**config.mk**
```make
export PLATFORM = sky130hd
export DESIGN_NAME = pidaw_mul
export DESIGN_NICKNAME = d
export VERILOG_FILES = /design/src/rtl/core/pidaw_pkg.sv /design/src/rtl/core/pidaw_mul.sv
export SDC_FILE = /design/constraint.sdc
export NUM_CORES = 2
export LEC_CHECK = 0
export BUFFER_PORTS_ARGS = -buffer_cell sky130_fd_sc_hd__buf_2
export CAP_MARGIN = 20
export CELL_PAD_IN_SITES_DETAIL_PLACEMENT = 1
export CELL_PAD_IN_SITES_GLOBAL_PLACEMENT = 1
export CORE_MARGIN = 1.5
export CORE_UTILIZATION = 30
export DETAILED_ROUTE_END_ITERATION = 7
export PLACE_DENSITY_LB_ADDON = 0.12
export SYNTH_ARGS = -nofsm -noshare
export SYNTH_HDL_FRONTEND = slang
export SYNTH_SLANG_ARGS = --single-unit
```
**constraint.sdc**
```tcl
create_clock -name clock -period 10.51 [get_ports clock]
set_input_delay 1.051 -clock clock [delete_from_list [all_inputs] [get_ports clock]]
set_output_delay 1.051 -clock clock [all_outputs]
set_load 0.01 [all_outputs]
```
**src/rtl/core/pidaw_pkg.sv**
```systemverilog
// Shared types, constants and fixed-point helpers for the PID controller with
// back-calculation anti-windup (signed Q16.16 arithmetic, 32-bit saturation).
// No dependencies; imported by pidaw_mul and pid_antiwindup_controller.
`timescale 1ns / 1ps
`default_nettype none

package pidaw_pkg;

   // Fixed sample time in Q16.16 (0.01 s)
   localparam int unsigned STEP_TICKS = 655;

   // Shared multiplier operand and product widths
   localparam int unsigned MUL_W  = 33;
   localparam int unsigned PROD_W = 2 * MUL_W;

   // Wide width used for saturation of any intermediate value
   localparam int unsigned WIDE_W = 68;

   // Derivative divide: (diff * 2^16) / STEP_TICKS by reciprocal multiply.
   // |diff| at or above DIV_SAT_LIMIT always saturates; below it |diff| < 2^25,
   // so a 41-bit reciprocal leaves the estimate at most one low.
   localparam int unsigned RECIP_SHIFT   = 41;
   localparam longint unsigned RECIP_VAL = (64'd1 << RECIP_SHIFT) / STEP_TICKS;
   localparam logic [31:0] RECIP         = RECIP_VAL[31:0];
   localparam longint unsigned SAT_VAL   = 64'(STEP_TICKS) << 15;
   localparam logic [31:0] DIV_SAT_LIMIT = SAT_VAL[31:0];
   localparam logic [31:0] STEP_TICKS_32 = STEP_TICKS[31:0];

   // Q16.16 limits
   localparam logic signed [31:0] Q_MAX = 32'sh7FFF_FFFF;
   localparam logic signed [31:0] Q_MIN = 32'sh8000_0000;

   // Unity smoothing coefficient in Q1.16
   localparam logic [17:0] SMOOTH_ONE = 18'h10000;

   // Register indexes (byte address / 8)
   localparam logic [2:0] REG_KP        = 3'd0;
   localparam logic [2:0] REG_KI        = 3'd1;
   localparam logic [2:0] REG_KD        = 3'd2;
   localparam logic [2:0] REG_KB        = 3'd3;
   localparam logic [2:0] REG_KFF       = 3'd4;
   localparam logic [2:0] REG_MODE      = 3'd5;
   localparam logic [2:0] REG_OUT_LIM   = 3'd6;
   localparam logic [2:0] REG_INTEG_LIM = 3'd7;

   // Mode register bit positions
   localparam int unsigned MODE_CLAMP_I = 17;
   localparam int unsigned MODE_CLAMP_O = 18;
   localparam int unsigned MODE_BACKCALC = 19;
   localparam int unsigned MODE_FF      = 20;

   // Reset values
   localparam logic [20:0] MODE_RESET   = 21'h10000;
   localparam logic [63:0] LIMIT_RESET  = 64'h7FFF_FFFF_8000_0000;

   // Sequencer states, one-hot
   typedef enum logic [15:0] {
      ST_IDLE   = 16'h0001,
      ST_ERRDT  = 16'h0002,
      ST_INTEG  = 16'h0004,
      ST_QEST   = 16'h0008,
      ST_QFIX   = 16'h0010,
      ST_PTERM  = 16'h0020,
      ST_SMOOTH = 16'h0040,
      ST_DERIV  = 16'h0080,
      ST_ITERM  = 16'h0100,
      ST_DTERM  = 16'h0200,
      ST_FFTERM = 16'h0400,
      ST_OUTSUM = 16'h0800,
      ST_BCDIFF = 16'h1000,
      ST_TRACK  = 16'h2000,
      ST_BCUPD  = 16'h4000,
      ST_RESP   = 16'h8000
   } state_type;

   // Saturate a wide signed value to Q16.16
   function automatic logic signed [31:0] sat32(input logic signed [WIDE_W-1:0] v);
      logic signed [31:0] r;
      if (v > WIDE_W'(Q_MAX)) begin
         r = Q_MAX;
      end else if (v < WIDE_W'(Q_MIN)) begin
         r = Q_MIN;
      end else begin
         r = v[31:0];
      end
      return r;
   endfunction

   // Q16.16 product: floor shift by 16, then saturate
   function automatic logic signed [31:0] qm(input logic signed [PROD_W-1:0] p);
      logic signed [PROD_W-1:0] sh;
      sh = p >>> 16;
      return sat32(WIDE_W'(sh));
   endfunction

   // Clamp, lower bound tested first
   function automatic logic signed [31:0] clamp(input logic signed [31:0] x,
                                                input logic signed [31:0] lo,
                                                input logic signed [31:0] hi);
      logic signed [31:0] r;
      if (x < lo) begin
         r = lo;
      end else if (x > hi) begin
         r = hi;
      end else begin
         r = x;
      end
      return r;
   endfunction

endpackage

`default_nettype wire

```
**src/rtl/core/pidaw_mul.sv**
```systemverilog
// Shared signed 33x33 multiplier with a registered 66-bit product.
// Depends on pidaw_pkg for operand and product widths.
`timescale 1ns / 1ps
`default_nettype none

module pidaw_mul (
   input  wire logic                                 clock,
   input  wire logic signed [pidaw_pkg::MUL_W-1:0]   op_a,
   input  wire logic signed [pidaw_pkg::MUL_W-1:0]   op_b,
   output logic signed [pidaw_pkg::PROD_W-1:0]       prod
);
   import pidaw_pkg::*;

   logic signed [PROD_W-1:0] prod_ff;
   logic signed [PROD_W-1:0] prod_in;

   // Full-precision product
   assign prod_in = PROD_W'(op_a) * PROD_W'(op_b);

   always_ff @(posedge clock) begin
      prod_ff <= prod_in;
   end

   assign prod = prod_ff;

endmodule

`default_nettype wire

```
# Word-level counts from Yosys, hierarchy flattened
# Cells that the tools add are included.
# word_totals
register_bits	66
input_bits	67
out_inout_bits	66
wordCells	2
# classes
multipliers	1
# op_table
cell	n
multiplier 33 x 33 -> 66 bit	1

# Logic depth before layout (Yosys ltp)
# depth
depth_word	1
mapped_depth	29

# Worst setup path after synthesis
# OpenSTA, ideal clock, no wires.
# synth_timing
path_type	in2reg
startpoint	input op_a[32] in the netlist's numbering
endpoint	register prod_ff[65] (netlist: prod[65])
arrival_ns	8.200
setup_slack_ns	2.238
path_stages	22
cell_sequence	clkbuf_1 > nand2_1 > inv_1 > fa_1 > fa_1 > fa_1 > fa_1 > fa_1 > fa_1 > fa_1 > inv_1 > fa_1 > inv_1 > ha_1 > clkbuf_1 > a21o_1 > a21o_1 > a221o_1 > a31oi_2 > o211ai_1 > o41ai_2 > xnor2_1
# synth_between
elab_chain_len	1
# synth_rtl
item	line	rtl
start, declared	pidaw_mul.sv:8	input wire logic signed [pidaw_pkg::MUL_W-1:0] op_a,
multiplier 33 x 33 -> 66 bit	pidaw_mul.sv:18	assign prod_in = PROD_W'(op_a) * PROD_W'(op_b);
via prod_in[65]	pidaw_mul.sv:15	logic signed [PROD_W-1:0] prod_in;
end signal, assigned	pidaw_mul.sv:21	prod_ff <= prod_in;
end, declared	pidaw_mul.sv:14	logic signed [PROD_W-1:0] prod_ff;
# The timed path passes the listed nets, and every way through them passes these cells.

# Final worst setup path
# layout_timing
startpoint	input op_b[4] in the netlist's numbering
endpoint	register prod_ff[64] (netlist: prod[64])
# layout_between
elab_chain_len	1
# layout_rtl
item	line	rtl
start, declared	pidaw_mul.sv:9	input wire logic signed [pidaw_pkg::MUL_W-1:0] op_b,
multiplier 33 x 33 -> 66 bit	pidaw_mul.sv:18	
via prod_in[64]	pidaw_mul.sv:15	
# The timed path passes the listed nets, and every way through them passes these cells.

==> metrics.cfg <==
[outcome]
outcome = finished, final reports clean

[yosys]
synth_top_family_by_area = adder cells
synth_edf_count = 0
synth_top_area_share = 0.568
synth_flop_cell = dfxtp_1
synthSimpleGateAreaFrac = 0.154
synth_nets = 5731
synthArstFlopShare = 0
synth_compound_area_frac = 0.0360
ys_ff_latch = 66
synth_fa_ha_area_frac = 0.635
yosysSeqAreaShare = 0.0327
synth_xor_area_frac = 0.0163
syn_area_sq_um = 40400
ys_warn_count = 0
synth_area_leader_cell = fa_1
muxShareOfSynthArea = 0
yosys-top-cells-area = fa_1 (57%), inv_1 (11%), and2_1 (8.7%)
synthCells = 4302
avgSynthCellArea_sq_um = 9.38
synth_cell_types = 61

[clock_tree]
ctsHoldBuffers = 0
htree_levels = 3
post-cts-setup-buffer-count = 0
cts_tree = built
clkTransAtPathRegs_ns = 0.09
numCtsBuffers = 9
cts_max_path_buffers = 2
clock_sinks = 66
post_cts_resized = 0
cts_root_buf = clkbuf_16

[critical_path]
cp-start-kind = input pin
crit_chain = buf_2 -> buf_4 -> and2_1 -> fa_1 -> fa_1 -> fa_1 -> inv_1 -> fa_1 -> inv_1 -> fa_1 -> fa_1 -> fa_1 -> inv_1 -> fa_1 -> inv_1 -> ha_1 -> a21o_1 -> a211o_1 -> or2_2 -> a2111oi_2 -> nor2_1 -> a21oi_1 -> xnor2_1
crit_start = op_b[4]
worstSetupPathType = in -> reg
crit_arrival_ns = 9.63
cp.required_ns = 10.88
cp_num_buf_inv = 6
cp_common_cell = fa_1
end_kind = flip-flop
slowest_delay_ns = 0.97
critical-path-slowest-cell = fa_1
critPathTopFamily = adder cells
critical_path_peak_fanout = 22

[cells_and_area]
fillers = 15500
finalNetCount = 5721
seq_area_sq_um = 1320
largest_reg_flops = 66
layout-drive-gt1-share = 0.0556
area_growth_syn_to_layout_pct = 7.10
final_core_util = 0.324
multi_input_area_sq_um = 34000

[die]
start_util = 0.302
fp.dieH_microns = 370
die_w_microns = 370
rows = 134
core_sq_um = 133000
die-area_sq_um = 137000
io_pins = 133

[min_path]
hp-start = op_b[0]
hold_path_class = in -> reg

[flow_run]
cap_violations = 0

[drt]
initialDrtViolationCount = 1046
wl_per_cell_microns = 23.3
vias = 27800
post_drt_via_cell_ratio = 4.59
drcViolationCount = 0
drtPass1Iterations = 5
wl_microns = 141000
ant_nets = 0

[placed_design]
gp_congestion = 0.831
hpwl_microns = 120000
io_buffers = 132

[timing]
grt_setup_unrepaired = no
setup_viol = 0
max_slew_margin = 0.336
hold_violations = 0
clock.fmax_mhz = 108
drv_slew = 0
tightest_slew_ns = 0.995
tns_ns = 0
period_needed_ns = 9.26
fin_crit_sh = 0.881
holdWs_ns = 1.45

[grt]
grt_pass1_wl_microns = 221000
antenna_found_initial = 15
grt_start_max_net_pins = 34
grt_pass1_vias = 32600
track_usage = 0.219
grt-ovfl-total = 0

per-layer routing:
layer,vias up,track usage,part of all wire
met5,-,0,0.00040
met4,12,0.0307,0.011
met3,73,0.0161,0.022
met2,321,0.368,0.49
met1,15300,0.314,0.47
li1,12200,-,-
synthesized netlist by cell type, types with 3 or more instances:
| library cell | count |
|---|---|
| clkbuf_1 | 220 |
| a211oi_1 | 5 |
| and3_1 | 7 |
| xor2_1 | 20 |
| nand3_1 | 18 |
| nor4_1 | 5 |
| nor2b_1 | 3 |
| and2_1 | 562 |
| dfxtp_1 | 66 |
| a21oi_1 | 73 |
| or2_2 | 4 |
| o21a_1 | 7 |
| a31oi_1 | 9 |
| ha_1 | 217 |
| o21ai_1 | 5 |
| o22ai_1 | 3 |
| inv_1 | 1133 |
| fa_1 | 1145 |
| nor2_1 | 47 |
| o21bai_1 | 8 |
| o21ba_2 | 3 |
| a221o_1 | 3 |
| nand2b_1 | 9 |
| nand2_1 | 543 |
| nand4_1 | 9 |
| o21ai_0 | 37 |
| a211oi_2 | 4 |
| a21o_1 | 28 |
| and4_1 | 7 |
| o211ai_1 | 7 |
| xnor2_1 | 55 |
| nor3_1 | 7 |
placed cells by master, fill, tap and decap left out, types with 4 or more instances in the layout:
| cell type | count |
|---|---|
| a211oi_1 | 5 |
| a211oi_2 | 4 |
| a21o_1 | 28 |
| a21oi_1 | 73 |
| a31oi_1 | 9 |
| and2_1 | 562 |
| and3_1 | 7 |
| and4_1 | 7 |
| buf_2 | 132 |
| buf_4 | 68 |
| clkbuf_16 | 9 |
| dfxtp_1 | 66 |
| diode_2 | 4 |
| fa_1 | 1145 |
| ha_1 | 217 |
| inv_1 | 1133 |
| nand2_1 | 543 |
| nand2b_1 | 9 |
| nand3_1 | 18 |
| nand4_1 | 9 |
| nor2_1 | 47 |
| nor3_1 | 7 |
| nor4_1 | 5 |
| o211ai_1 | 7 |
| o21a_1 | 7 |
| o21ai_0 | 37 |
| o21ai_1 | 5 |
| o21bai_1 | 8 |
| or2_2 | 4 |
| xnor2_1 | 55 |
| xor2_1 | 20 |
stage by stage:
stage	cells	setup slack (ns)	instance area (sq um)
finish	6069	1.25	43200
global route	6065	0.906	43200
CTS	6065	1.11	43200
detailed placement	6049	0.658	42900
global placement	6049	0.648	42900
floorplan	4302	2.24	40400
worst paths after layout:
check             cells after the start       end
setup / recovery                     23  prod[64]
hold / removal                        3   prod[0]
logic make-up (layout without fill, tap and decap cells):
logic type,Yosys count,in the layout
AO/OA/AOI/OAI,217,217
XOR/XNOR,75,75
adder cells (fa/ha/maj),1362,1362
buffers and inverters,1354,1349
flip-flops,66,66
other,0,4
AND/OR/NAND/NOR,1228,1228
area by class of cell:
cell class              instances  share of cell area
well taps                    1768              0.0512
diodes                          4            0.000232
clock buffers                  10             0.00553
repair buffers                200              0.0271
flip-flops and latches         66              0.0306
clock inverters                 6             0.00168
multi-input cells            2882               0.785
inverters                    1133              0.0984
Power is not shown: default switching activity piles up to over one toggle a cycle in this logic, so the estimate is an artifact.
